### src/design/ois_pkg.sv
// Shared types, constants and helper functions for the ordered index set.
// Used by the RAM-based datapath and its controller; no dependencies.
package ois_pkg;

    localparam int UNIVERSE = 1024;
    localparam int IDX_W    = 10;
    localparam int SIZE_W   = 11;
    localparam int WORD_W   = 32;
    localparam int BIT_W    = 5;
    localparam int WADDR_W  = IDX_W - BIT_W;
    localparam int WORDS    = UNIVERSE / WORD_W;

    localparam logic [1:0] FUNC_INSERT = 2'd0;
    localparam logic [1:0] FUNC_ERASE  = 2'd1;
    localparam logic [1:0] FUNC_QUERY  = 2'd2;
    localparam logic [1:0] FUNC_CLEAR  = 2'd3;

    localparam logic [1:0] ST_OK     = 2'd0;
    localparam logic [1:0] ST_RANGE  = 2'd1;
    localparam logic [1:0] ST_DUP    = 2'd2;
    localparam logic [1:0] ST_NOTMEM = 2'd3;

    localparam logic REG_UNIVERSE_SIZE = 1'b0;

    typedef enum logic [1:0] {
        K_DONE,
        K_CLEAR,
        K_HIT,
        K_SCAN
    } ois_kind_t;

    typedef struct packed {
        logic capture;
        logic issue_read;
        logic decide;
        logic scan_rd;
        logic scan_chk;
        logic rd_left;
        logic link1;
        logic link2;
        logic clear_wr;
        logic clear_fin;
        logic load_out;
    } ois_cmd_t;

    typedef struct packed {
        ois_kind_t kind;
        logic      scan_hit;
        logic      clr_last;
        logic      out_free;
    } ois_stat_t;

    function automatic logic [BIT_W-1:0] msb_pos(input logic [WORD_W-1:0] w);
        logic [BIT_W-1:0] pos;
        pos = '0;
        for (int i = 0; i < WORD_W; i++)
        begin
            if (w[i])
            begin
                pos = BIT_W'(i);
            end
        end
        return pos;
    endfunction

endpackage

### src/design/ois_ctrl.sv
// Controller state machine of the ordered index set; sequences the datapath.
// Depends on ois_pkg.
module ois_ctrl
    import ois_pkg::*;
(
    input  logic      clk,
    input  logic      rst_n,
    input  logic      in_valid,
    output logic      in_ready,
    input  ois_stat_t stat,
    output ois_cmd_t  cmd
);

    typedef enum logic [3:0] {
        S_CLEAR,
        S_IDLE,
        S_READ,
        S_DECIDE,
        S_SCAN_RD,
        S_SCAN_CHK,
        S_RD_LEFT,
        S_LINK1,
        S_LINK2,
        S_DONE
    } state_t;

    state_t state_reg;
    state_t state_next;
    logic   clr_op_reg;
    logic   clr_op_next;

    always_comb
    begin
        state_next  = state_reg;
        clr_op_next = clr_op_reg;
        unique case (state_reg)
            S_CLEAR:
            begin
                if (stat.clr_last)
                begin
                    state_next = clr_op_reg ? S_DONE : S_IDLE;
                end
            end
            S_IDLE:
            begin
                if (in_valid)
                begin
                    state_next = S_READ;
                end
            end
            S_READ:
            begin
                state_next = S_DECIDE;
            end
            S_DECIDE:
            begin
                unique case (stat.kind)
                    K_CLEAR:
                    begin
                        state_next  = S_CLEAR;
                        clr_op_next = 1'b1;
                    end
                    K_HIT:   state_next = S_RD_LEFT;
                    K_SCAN:  state_next = S_SCAN_RD;
                    default: state_next = S_DONE;
                endcase
            end
            S_SCAN_RD:
            begin
                state_next = S_SCAN_CHK;
            end
            S_SCAN_CHK:
            begin
                state_next = stat.scan_hit ? S_RD_LEFT : S_SCAN_RD;
            end
            S_RD_LEFT:
            begin
                state_next = S_LINK1;
            end
            S_LINK1:
            begin
                state_next = S_LINK2;
            end
            S_LINK2:
            begin
                state_next = S_DONE;
            end
            S_DONE:
            begin
                if (stat.out_free)
                begin
                    state_next = S_IDLE;
                end
            end
            default:
            begin
                state_next = S_IDLE;
            end
        endcase
    end

    always_ff @(posedge clk or negedge rst_n)
    begin
        if (!rst_n)
        begin
            state_reg  <= S_CLEAR;
            clr_op_reg <= 1'b0;
        end
        else
        begin
            state_reg  <= state_next;
            clr_op_reg <= clr_op_next;
        end
    end

    assign in_ready       = (state_reg == S_IDLE);
    assign cmd.capture    = (state_reg == S_IDLE) && in_valid;
    assign cmd.issue_read = (state_reg == S_READ);
    assign cmd.decide     = (state_reg == S_DECIDE);
    assign cmd.scan_rd    = (state_reg == S_SCAN_RD);
    assign cmd.scan_chk   = (state_reg == S_SCAN_CHK);
    assign cmd.rd_left    = (state_reg == S_RD_LEFT);
    assign cmd.link1      = (state_reg == S_LINK1);
    assign cmd.link2      = (state_reg == S_LINK2);
    assign cmd.clear_wr   = (state_reg == S_CLEAR);
    assign cmd.clear_fin  = (state_reg == S_CLEAR) && stat.clr_last;
    assign cmd.load_out   = (state_reg == S_DONE) && stat.out_free;

endmodule

### config.mk
export PLATFORM = sky130hd
export DESIGN_NAME = ois_ctrl
export DESIGN_NICKNAME = d
export VERILOG_FILES = /design/src/design/ois_pkg.sv /design/src/design/ois_ctrl.sv
export SDC_FILE = /design/constraint.sdc
export NUM_CORES = 1
export LEC_CHECK = 0
export ABC_AREA = 0
export ABC_CLOCK_PERIOD_IN_PS = 1300
export CAP_MARGIN = 20
export CORE_AREA = 2 2 39 41
export DETAILED_ROUTE_END_ITERATION = 7
export DIE_AREA = 0 0 41 43
export DONT_BUFFER_PORTS = 1
export PLACE_DENSITY = 0.55
export SETUP_SLACK_MARGIN = 0.5
export SLEW_MARGIN = 0
export SYNTH_ARGS = -nofsm -noshare
export SYNTH_HDL_FRONTEND = slang
export SYNTH_SLANG_ARGS = --single-unit
export TNS_END_PERCENT = 1
### constraint.sdc
create_clock -name clk -period 1.3 [get_ports clk]
set_input_delay 0.195 -clock clk [delete_from_list [all_inputs] [get_ports clk]]
set_output_delay 0.195 -clock clk [all_outputs]
set_load 0.02 [all_outputs]
# After elaboration in Yosys (flattened, before gate mapping)
# Cells that the tools add are included.
op_classes:
  reduce_logical: 6
  mux: 7
  eq_ne: 15
op_table:
  columns: ["cell", "count"]
  rows:
  - ["$pmux 4 s10", 1]
  - ["$eq 4x3->1 const B", 4]
  - ["$mux 4", 4]
  - ["$pmux 4 s3", 1]
  - ["$eq 4x2->1 const B", 2]
  - ["$eq 4x4->1 const B", 2]
  - ["$ne 2x2->1 const B", 3]
  - ["$eq 2x2->1 const B", 2]
  - ["$eq 4x1->1 const B", 1]
  - ["$logic_not 4->1", 1]
  - ["$logic_and 1x1->1", 3]
  - ["$reduce_and 3->1", 1]
  - ["$eq 2x1->1 const B", 1]
  - ["$mux 2", 1]
  - ["$reduce_and 2->1", 1]
word_totals:
  inputBits: 8
  wordCells: 30
  regBits: 5
  out_inout_bits: 12

# Longest topological paths before layout
# Gate-level depths: netlist (run 1).
depth:
  depth_word: 3
  ltp_mapped: 5
  ltp_nobuf: 4

# Worst setup path before layout (run 1)
# Ideal clock, no wire load.
synth_timing:
  kind: "register to output"
  startpoint: "register state_reg[2]"
  endpoint: "output port cmd[10] in the netlist's numbering"
  path_buffers: 1
  stages_incl_launch_ff: 4
  arrival_ps: 1439
  slack_ps: -334
  required_ps: 1105
  path_cell_list: "dfrtp_1 -> buf_4 -> nor3_1 -> and2_1"
synth_rtl:
  columns: ["element", "line", "source"]
  rows:
  - ["from (decl)", "ois_ctrl.sv:27", "state_t state_reg;"]
  - ["from (signal assigned)", "ois_ctrl.sv:111", "state_reg <= state_next;"]
  - ["to (decl)", "ois_ctrl.sv:11", "output ois_cmd_t cmd"]

==> results of run 1 <==
-- final timing paths --
kind	from	to	slack, ns	depth (start not counted)
worst max register to register	state_reg[1]$_DFFE_PN0P_	state_reg[3]$_DFFE_PN0P_	0.02	3
worst min register to register	clr_op_reg$_DFFE_PN0P_	clr_op_reg$_DFFE_PN0P_	0.48	1
max in group asynchronous	rst_n	state_reg[2]$_DFFE_PN0P_	0.84	1
worst min-delay path	stat[3]	clr_op_reg$_DFFE_PN0P_	0.12	1
min in group asynchronous	rst_n	state_reg[1]$_DFFE_PN0P_	0.24	1
worst max-delay path	state_reg[1]$_DFFE_PN0P_	cmd[1]	-0.20	3
-- layer usage --
layer  up-vias  GRT usage  share of wire
met5         -          0              0
met4         0     0.0200              0
met3         0     0.0628          0.067
met2        14      0.194           0.47
met1       210      0.216           0.47
li1        231          -              -
-- power by group --
group / leakage, nW / switching [mW] / internal, mW
registers: 0.0578 / 0.0974 / 0.224
clock network: 0.0150 / 0.0623 / 0.116
logic: 0.212 / 0.544 / 0.529
total: 0.285 / 0.704 / 0.869
-- timing repair --
action | 4_1_cts | 5_1_grt
gates resized for setup | 8 | 4
hold buffers | 1 | 0
endpoints found under the setup margin | 17 | 17
setup buffers | 2 | 3
hold endpoints to repair | 5 | 0
pin swaps | 2 | 3
-- worst max-delay path, delay by kind of cell, from the launching register on --
| kind | cells | cell delay [ns] |
|---|---|---|
| DFF | 1 | 0.41 |
| and+or+nand+nor | 2 | 0.50 |
| buffers and inverters | 1 | 0.15 |
-- logic make-up after synthesis --
group / count (synthesis) / share of synthesized area
buffers and inverters: 7 / 0.0976
AOI/OAI and AO/OA: 12 / 0.180
and+or+nand+nor: 30 / 0.418
DFF: 5 / 0.305
-- cell type report --
type                       count  area [µm²]
clock buffer                   4        26.3
fill                         140         717
inverter                       3        11.3
multi-input combinational     42         297
sequential                     5         128
tap                           16        20.0
timing repair buffer          20         185
-- stage by stage --
stage                     setup TNS [ns]  worst slack [ns]  total power, mW  instance area, µm²
after detailed placement               0            0.0248             1.20                 548
after global routing               -2.49            -0.277             1.69                 667
after CTS                          -1.66            -0.212             1.50                 622
after global placement                 0            0.0286             1.19                 548
after floorplan                   -0.345            -0.122            0.914                 430
final                              -1.58            -0.196             1.57                 667
-- layout by cell type (no fill, tap or decap), types with 2 or more instances in the layout --
cell type / n
sky130_fd_sc_hd__a21oi_1: 5
sky130_fd_sc_hd__buf_12: 2
sky130_fd_sc_hd__buf_4: 15
sky130_fd_sc_hd__buf_6: 2
sky130_fd_sc_hd__clkbuf_4: 3
sky130_fd_sc_hd__dfrtp_1: 3
sky130_fd_sc_hd__dfrtp_2: 2
sky130_fd_sc_hd__inv_1: 3
sky130_fd_sc_hd__nand2_1: 2
sky130_fd_sc_hd__nand2b_1: 3
sky130_fd_sc_hd__nor2_1: 7
sky130_fd_sc_hd__nor3_1: 3
sky130_fd_sc_hd__nor3_2: 4
sky130_fd_sc_hd__o21ai_0: 2
==> metrics, run 1 <==
worst path setup slack after routing=-0.196 ns; crit path max-delay cell type=sky130_fd_sc_hd__dfrtp_1; diode insertion count for antenna repair=0; initial antenna violation count=0; required time reported for the critical path endpoint=1.11 ns; Unique masters post-synth=25; worst-margin pin slew=0.232 ns; fraction of layout instances using a drive strength above 1=0.486; Final Hold Violating Endpoints=0; violated checks=setup timing; detailed-router iteration count before antenna repair=4; Longest Clk Path Bufs=2; number of nets produced by synthesis=62; number of nets at the end of the flow=83; cell type with the largest total area after synthesis=sky130_fd_sc_hd__dfrtp_1; number of max-cap violations=0; Overall Global Routing Usage=0.144; count of placed standard cells in the final layout, fillers left out=90; arrival time reported for the critical path endpoint=1.30 ns; Post-synth EDFFs=0; Syn. warnings=0; Post-Place Cells=80; half-perimeter wire length of the detailed placement result=802 µm; flip-flop count of the largest register after layout=4; Detailed Route Iter0 Violations=5; global placer's final weighted congestion=0.717; global-route wire length before repair=1730 µm; Max VDD drop=0.859 mV; num rows=14; via count of the first global-routing pass=386; Power per Cell Area=2360 nW/µm²; clock insertion delay at the later pin of the skew report=0.24 ns; area of the die=1760 µm²; die boundary height=43 µm; maximum number of pins on one net before global-route repair=11; Yosys top cell area share=0.305; final max-slew violation count=0; # H-tree levels=1; sequential-to-total area share from yosys stat=0.305; critical path cell sequence=buf_12, nor4_4, and2_4; final core utilization=0.482; post-synthesis instance total=54; total detailed-routing wirelength=1110 µm; most frequently used flop master after synthesis=sky130_fd_sc_hd__dfrtp_1; area grow syn2layout=62.5%; number of design rule violations left after detail routing=0; cell area after synthesis=410 µm²; min-delay worst type=primary input to flip-flop; Seq cells post-synth=5; launching element type of the critical path=flip-flop; Avg Inst Size Synth=7.60 µm²; hold slack=0.117 ns; total global routing overflow=0; core box area=1380 µm²; leading cell types by total area after synthesis=sky130_fd_sc_hd__dfrtp_1 30%, sky130_fd_sc_hd__nor3_1 8.5%, sky130_fd_sc_hd__nor2_1 6.4%; worst slew margin relative to its limit=0.844; Initial Utilization=0.297; CTS sink count=5; FFs w/ async S/R, synth=1.00; die boundary width=41 µm; largest clock skew in the final design=0.00762 ns; input/output buffers=0; clock-pin slew on the worst setup and hold paths=0.05 ns; Max Fclk=0.668 GHz; post-layout min period=1.50 ns; RSZ-0062 raised after global routing=true; number of top-level pins=20; TritonCTS clock tree=done; final period utilization=1.15; Worst Setup End Kind=output pin; via count=455; leakage power=0.285 nW; final count of negative-setup-slack endpoints=12; Via density=5.06; Antenna Nets Post-Route=0; synth cell count leaders=7 x sky130_fd_sc_hd__nor2_1, 7 x sky130_fd_sc_hd__nor3_1, 5 x sky130_fd_sc_hd__a21oi_1, 5 x sky130_fd_sc_hd__dfrtp_1; classification of the worst setup path=flip-flop to output pin; CTS root buffer=sky130_fd_sc_hd__clkbuf_4; per-cell routed wire length=12.3 µm; Max FO, Critical Path=6; number of buffers added by the clock tree synthesis step=3; status=complete, but fails checks; Worst path max stage delay=0.41 ns
No activity file was read; power rests on OpenSTA's default activity.
==> inputs of run 2 (changes only) <==
- ABC_AREA: 0 -> 1
- MAX_ROUTING_LAYER: default -> met4
- PLACE_DENSITY: 0.55 -> 0.54
==> run 2 against run 1 <==
The run still ends with setup timing left. Non-clock buffer count is 12 lower. Global-route usage is 1.7 points lower. Fmax is 10% higher. Final cell count is 5.6% higher. Combinational power is 4% higher. Register-to-register slack better by 0.12 ns. Critical path depth is 1 higher. Largest cell class unchanged. Largest power group unchanged. Critical endpoint is now cmd[0]. Sequential power is 16% higher. Synthesized cell count is 24% higher. Clock-buffer cell count stayed put. Cell area is 5.4% lower.
==> metrics, run 2 <==
RSZ-0062 raised after global routing=true (unchanged); Detailed Route Iter0 Violations=3 (was 5); input/output buffers=0 (unchanged); core box area=1380 µm² (unchanged); initial antenna violation count=0 (unchanged); number of nets produced by synthesis=75 (was 62); Max FO, Critical Path=4 (was 6); R2R Setup Slk=0.14 ns (was 0.02 ns); maximum number of pins on one net before global-route repair=6 (was 11); Pwr Total=1.66 mW (was 1.57 mW); most frequently used flop master after synthesis=sky130_fd_sc_hd__dfrtp_1 (unchanged); area of the die=1760 µm² (unchanged); die boundary height=43 µm (unchanged); cell area after synthesis=393 µm² (was 410 µm²); min-delay worst type=primary input to flip-flop (unchanged); area grow syn2layout=60.5% (was 62.5%); num rows=14 (unchanged); leading cell types by total area after synthesis=sky130_fd_sc_hd__dfrtp_1 32%, sky130_fd_sc_hd__nor2_1 19%, sky130_fd_sc_hd__nand2_1 17% (was sky130_fd_sc_hd__dfrtp_1 30%, sky130_fd_sc_hd__nor3_1 8.5%, sky130_fd_sc_hd__nor2_1 6.4%); leakage power=0.311 nW (was 0.285 nW); worst-margin pin slew=0.262 ns (was 0.232 ns); via count of the first global-routing pass=402 (was 386); Yosys top cell area share=0.318 (was 0.305); Overall Global Routing Usage=0.127 (was 0.144); Initial Utilization=0.284 (was 0.297); number of max-cap violations=0 (unchanged); Layout fillers=136 (was 140); final period utilization=1.04 (was 1.15); Worst Reg-to-Reg Cells=7 (was 3); number of top-level pins=20 (unchanged); Via density=4.56 (was 5.06); violated checks=setup timing (unchanged); synth cell count leaders=20 x sky130_fd_sc_hd__nor2_1, 18 x sky130_fd_sc_hd__nand2_1, 10 x sky130_fd_sc_hd__inv_1 (was 7 x sky130_fd_sc_hd__nor2_1, 7 x sky130_fd_sc_hd__nor3_1, 5 x sky130_fd_sc_hd__a21oi_1, 5 x sky130_fd_sc_hd__dfrtp_1); Syn. warnings=0 (unchanged); worst hold path stage count=2 (was 1); Antenna Nets Post-Route=0 (unchanged); flip-flop count of the largest register after layout=4 (unchanged); cell area after placement=499 µm² (was 548 µm²); via count=433 (was 455); # H-tree levels=1 (unchanged); detailed-router iteration count before antenna repair=3 (was 4); Max VDD drop=0.894 mV (was 0.859 mV); total global routing overflow=0 (unchanged); Final Hold Violating Endpoints=0 (unchanged); CTS sink count=5 (unchanged); fraction of layout instances using a drive strength above 1=0.494 (was 0.486); Post-synth EDFFs=0 (unchanged); sequential-to-total area share from yosys stat=0.318 (was 0.305); largest clock skew in the final design=0.000523 ns (was 0.00762 ns); Setup Slack @ Placement=0.0621 ns (was 0.0248 ns); worst slew margin relative to its limit=0.824 (was 0.844); classification of the worst setup path=flip-flop to output pin (unchanged); status=complete, but fails checks (unchanged); FFs w/ async S/R, synth=1.00 (unchanged); global placer's final weighted congestion=0.779 (was 0.717); clock insertion delay at the later pin of the skew report=0.24 ns (about the same); final max-slew violation count=0 (unchanged); Longest Clk Path Bufs=2 (unchanged); Unique masters post-synth=11 (was 25); post-layout min period=1.36 ns (was 1.50 ns); Max Fclk=0.737 GHz (was 0.668 GHz); per-cell routed wire length=10.5 µm (was 12.3 µm); die boundary width=41 µm (unchanged); diode insertion count for antenna repair=0 (unchanged); Worst Setup End Kind=output pin (unchanged); worst flop-to-flop path startpoint=state_reg[0]$_DFFE_PN0P_ (was state_reg[1]$_DFFE_PN0P_); total detailed-routing wirelength=995 µm (was 1110 µm); cell type with the largest total area after synthesis=sky130_fd_sc_hd__dfrtp_1 (unchanged); TritonCTS clock tree=done (unchanged); final count of negative-setup-slack endpoints=8 (was 12); global-route wire length before repair=1500 µm (was 1730 µm); number of buffers added by the clock tree synthesis step=3 (unchanged); hold slack=0.0814 ns (was 0.117 ns); Power per Cell Area=2630 nW/µm² (was 2360 nW/µm²); Avg Inst Size Synth=5.86 µm² (was 7.60 µm²); area of all placed cells without fillers=631 µm² (was 667 µm²); terminating pin of the worst hold path=state_reg[2]$_DFFE_PN0P_ (was clr_op_reg$_DFFE_PN0P_); arrival time reported for the critical path endpoint=1.16 ns (was 1.30 ns); commonest non-fill, non-tap cells in the layout=13 x sky130_fd_sc_hd__nand2_1, 9 x sky130_fd_sc_hd__nor2_4, 8 x sky130_fd_sc_hd__nor2_1, 8 x sky130_fd_sc_hd__nand3_1, 6 x sky130_fd_sc_hd__inv_1 (was 15 x sky130_fd_sc_hd__buf_4, 7 x sky130_fd_sc_hd__nor2_1, 5 x sky130_fd_sc_hd__a21oi_1, 4 x sky130_fd_sc_hd__nor3_2); Seq cells post-synth=5 (unchanged); launching element type of the critical path=flip-flop (unchanged); half-perimeter wire length of the detailed placement result=797 µm (was 802 µm); commonest non-fill, non-tap cell in the layout=sky130_fd_sc_hd__nand2_1 (was sky130_fd_sc_hd__buf_4); CTS root buffer=sky130_fd_sc_hd__clkbuf_4 (unchanged); number of nets at the end of the flow=88 (was 83); number of design rule violations left after detail routing=0 (unchanged); worst path setup slack after routing=-0.0570 ns (was -0.196 ns); origin of the worst min-delay path=stat[4] (was stat[3]); required time reported for the critical path endpoint=1.11 ns (about the same); cell with the most instances after synthesis=sky130_fd_sc_hd__nor2_1; FF-to-FF End=state_reg[1]$_DFFE_PN0P_ (was state_reg[3]$_DFFE_PN0P_); post-synthesis instance total=67 (was 54); clock-pin slew on the worst setup and hold paths=0.04 ns (was 0.05 ns)
## run 2: final cells by class
type / count / area (µm²) / area share
tap: 16 / 20.0 / 0.0317
clock buffer: 4 / 26.3 / 0.0417
multi-input combinational: 51 / 330 / 0.524
inverter: 11 / 43.8 / 0.0694
sequential: 5 / 129 / 0.204
timing repair buffer: 8 / 81.3 / 0.129
## run 2: power breakdown
group	internal (mW)	switching [mW]
sequential	0.238	0.134
combinational	0.403	0.704
clock	0.116	0.0628
## run 2: stage by stage
stage | TNS (ns) | std cells | util
floorplan | 0 | 67 | -
global placement | 0 | 88 | 0.361
detailed placement | 0 | 88 | 0.361
CTS | -0.214 | 95 | 0.436
global route | -0.968 | 95 | 0.456
finish | -0.338 | 95 | 0.456
## run 2: critical path: stages, from the launching register on
cell and delay (ns):
sky130_fd_sc_hd__dfrtp_1 0.42, sky130_fd_sc_hd__inv_2 0.10, sky130_fd_sc_hd__nor2_1 0.14, sky130_fd_sc_hd__nand2_1 0.11, sky130_fd_sc_hd__nor2_4 0.15
## run 2: worst max-delay path by stage
stage,startpoint,end,slack [ns]
final,state_reg[3]$_DFFE_PN0P_,cmd[0],-0.06
after global routing,state_reg[3]$_DFFE_PN0P_,cmd[0],-0.13
after CTS,state_reg[2]$_DFFE_PN0P_,cmd[1],-0.05
after detailed placement,state_reg[1]$_DFFE_PN0P_,state_reg[1]$_DFFE_PN0P_,0.06
after global placement,state_reg[1]$_DFFE_PN0P_,state_reg[1]$_DFFE_PN0P_,0.05
after floorplan,state_reg[3]$_DFFE_PN0P_,state_reg[3]$_DFFE_PN0P_,0.19
## run 2: cell families (layout without fill, tap and decap cells)
kind of cell | count (synthesis) | in the layout | share of synthesized area
AND/OR/NAND/NOR | 49 | 49 | 0.535
buffers and inverters | 11 | 23 | 0.105
flip-flops | 5 | 5 | 0.318
AO/OA/AOI/OAI | 2 | 2 | 0.0414
## run 2: metal layers
| metal | vias to the layer above | routed length (µm) | global-route usage |
|---|---|---|---|
| li1 | 227 | - | - |
| met3 | 0 | 46 | 0.0314 |
| met2 | 9 | 572 | 0.222 |
| met4 | 0 | 0 | 0.0400 |
| met1 | 197 | 376 | 0.131 |
| met5 | - | 0 | - |
## run 2: timing repair
| item | 4_1_cts | 5_1_grt |
|---|---|---|
| pin swaps | 6 | 6 |
| endpoints found under the setup margin | 17 | 17 |
| resized for setup | 20 | 7 |
| setup buffers | 2 | 0 |
| hold endpoints to repair | 5 | 0 |
| hold buffers | 1 | 0 |
==> inputs of run 3 (changes only) <==
- PLACE_DENSITY: 0.54 -> default
==> run 3 against run 2 <==
The run still ends with setup timing left. Via count up 3.9%. Worst hold slack about the same. Global-route usage increased by 1.5 points. Clock-buffer cell count stayed put. Fmax fell by 0.60%. Combinational power about the same. Wire length grew 5.2%. Clock skew rose by 0.0012 ns. Cell area decreased by 0.20%. Die area unchanged. Highest routed layer unchanged.
==> metrics, run 3 (synthesized netlist as in run 2, its figures left out) <==
Longest Clk Path Bufs=2 (unchanged); TritonCTS clock tree=done (unchanged); arrival time reported for the critical path endpoint=1.17 ns (was 1.16 ns); number of buffers added by the clock tree synthesis step=3 (unchanged); worst path setup slack after routing=-0.0651 ns (was -0.0570 ns); Antenna Nets Post-Route=0 (unchanged); cell area after placement=507 µm² (was 499 µm²); global-route wire length before repair=1610 µm (was 1500 µm); min-delay worst type=primary input to flip-flop (unchanged); commonest non-fill, non-tap cells in the layout=14 x sky130_fd_sc_hd__nand2_1, 8 x sky130_fd_sc_hd__nand3_1, 7 x sky130_fd_sc_hd__nor2_1, 7 x sky130_fd_sc_hd__nor2_4, 7 x sky130_fd_sc_hd__nor2_2 (was 13 x sky130_fd_sc_hd__nand2_1, 9 x sky130_fd_sc_hd__nor2_4, 8 x sky130_fd_sc_hd__nor2_1, 8 x sky130_fd_sc_hd__nand3_1, 6 x sky130_fd_sc_hd__inv_1); Detailed Route Iter0 Violations=3 (unchanged); Pwr Total=1.67 mW (was 1.66 mW); Power per Cell Area=2660 nW/µm² (was 2630 nW/µm²); violated checks=setup timing (unchanged); global placer's final weighted congestion=0.762 (was 0.779); Max VDD drop=0.818 mV (was 0.894 mV); post-layout min period=1.37 ns (was 1.36 ns); total global routing overflow=0 (unchanged); area occupied by registers=129 µm² (unchanged); via count of the first global-routing pass=440 (was 402); final count of negative-setup-slack endpoints=11 (was 8); CTS root buffer=sky130_fd_sc_hd__clkbuf_4 (unchanged); Initial Utilization=0.284 (unchanged); number of nets at the end of the flow=89 (was 88); Via density=4.69 (was 4.56); worst slew margin relative to its limit=0.825 (was 0.824); per-cell routed wire length=10.9 µm (was 10.5 µm); flip-flop count of the largest register after layout=4 (unchanged); # H-tree levels=1 (unchanged); classification of the worst setup path=flip-flop to output pin (unchanged); status=complete, but fails checks (unchanged); global routing usage on met3=0.0366 (was 0.0314); initial antenna violation count=0 (unchanged); area of all placed cells without fillers=629 µm² (was 631 µm²); aggregate negative setup slack=-0.411 ns (was -0.338 ns); half-perimeter wire length of the detailed placement result=814 µm (was 797 µm); area grow syn2layout=60.2% (was 60.5%); required time reported for the critical path endpoint=1.11 ns (about the same); launching element type of the critical path=flip-flop (unchanged); Layout fillers=136 (unchanged); final core utilization=0.455 (was 0.456); core box area=1380 µm² (unchanged); commonest non-fill, non-tap cell in the layout=sky130_fd_sc_hd__nand2_1 (unchanged); detailed-router iteration count before antenna repair=4 (was 3); Max Fclk=0.733 GHz (was 0.737 GHz); worst-margin pin slew=0.262 ns (about the same); Most Crowded Layer GR=met2 (unchanged); die boundary height=43 µm (unchanged); RSZ-0062 raised after global routing=true (unchanged); total detailed-routing wirelength=1050 µm (was 995 µm); leakage power=0.315 nW (was 0.311 nW); number of design rule violations left after detail routing=0 (unchanged); num rows=14 (unchanged); number of top-level pins=20 (unchanged); final max-slew violation count=0 (unchanged); diode insertion count for antenna repair=0 (unchanged); maximum number of pins on one net before global-route repair=6 (unchanged); final period utilization=1.05 (was 1.04); Max FO, Critical Path=4 (unchanged); fraction of layout instances using a drive strength above 1=0.500 (was 0.494); Worst Setup End Kind=output pin (unchanged); clock-pin slew on the worst setup and hold paths=0.04 ns (about the same); Final Hold Violating Endpoints=0 (unchanged); CTS sink count=5 (unchanged); Overall Global Routing Usage=0.142 (was 0.127); area of the die=1760 µm² (unchanged); area taken by multi-input logic gates=320 µm² (was 330 µm²); clock insertion delay at the later pin of the skew report=0.24 ns (about the same); die boundary width=41 µm (unchanged); via count=450 (was 433); input/output buffers=0 (unchanged); fraction of met1 tracks used by global routing=0.109 (was 0.131); number of max-cap violations=0 (unchanged); largest clock skew in the final design=0.00174 ns (was 0.000523 ns); met2 layer usage reported by global route=0.259 (was 0.222)
run 3: timing repair:
action,4_1_cts,5_1_grt
resized for setup,22,3
setup buffers,2,0
hold buffers,1,0
pin swaps,5,1
endpoints found under the hold margin,5,0
endpoints found under the setup margin,17,17
run 3: where the power goes:
part / internal, mW / switching (mW)
logic: 0.429 / 0.707
registers: 0.238 / 0.123
clock network: 0.116 / 0.0607
run 3: final timing paths:
| path | startpoint | endpoint | slack (ns) | cells after the start |
|---|---|---|---|---|
| worst max-delay path | state_reg[3]$_DFFE_PN0P_ | cmd[8] | -0.07 | 4 |
| worst min-delay path | stat[4] | state_reg[2]$_DFFE_PN0P_ | 0.08 | 2 |
| worst max register to register | state_reg[3]$_DFFE_PN0P_ | clr_op_reg$_DFFE_PN0P_ | 0.15 | 5 |
| worst min register to register | clr_op_reg$_DFFE_PN0P_ | clr_op_reg$_DFFE_PN0P_ | 0.48 | 1 |
| max in group asynchronous | rst_n | state_reg[1]$_DFFE_PN0P_ | 0.85 | 1 |
| min in group asynchronous | rst_n | state_reg[3]$_DFFE_PN0P_ | 0.24 | 1 |
run 3: through the flow:
step,hold slack (ns),setup WS [ns],cells
2_1_floorplan,-0.101,0.186,67
3_3_place_gp,-0.100,0.136,89
3_5_place_dp,-0.100,0.111,89
4_1_cts,0.0764,-0.0470,96
5_1_grt,0.0746,-0.105,96
6_report,0.0814,-0.0651,96
run 3: cell type report:
cell class | count | area share
clock buffer | 4 | 0.0417
timing repair buffer | 9 | 0.147
tap | 16 | 0.0318
multi-input combinational | 51 | 0.509
inverter | 11 | 0.0656
sequential | 5 | 0.205
run 3: worst max-delay path: stages, from the launching register on:
cell	delay (ns)
sky130_fd_sc_hd__dfrtp_1	0.42
sky130_fd_sc_hd__inv_2	0.14
sky130_fd_sc_hd__nand2_4	0.10
sky130_fd_sc_hd__nor2_4	0.12
sky130_fd_sc_hd__buf_6	0.14
run 3: layer usage:
layer / share of wire / vias up
li1: - / 229
met1: 0.36 / 212
met2: 0.60 / 9
met3: 0.037 / 0
met4: 0 / 0
met5: 0 / -
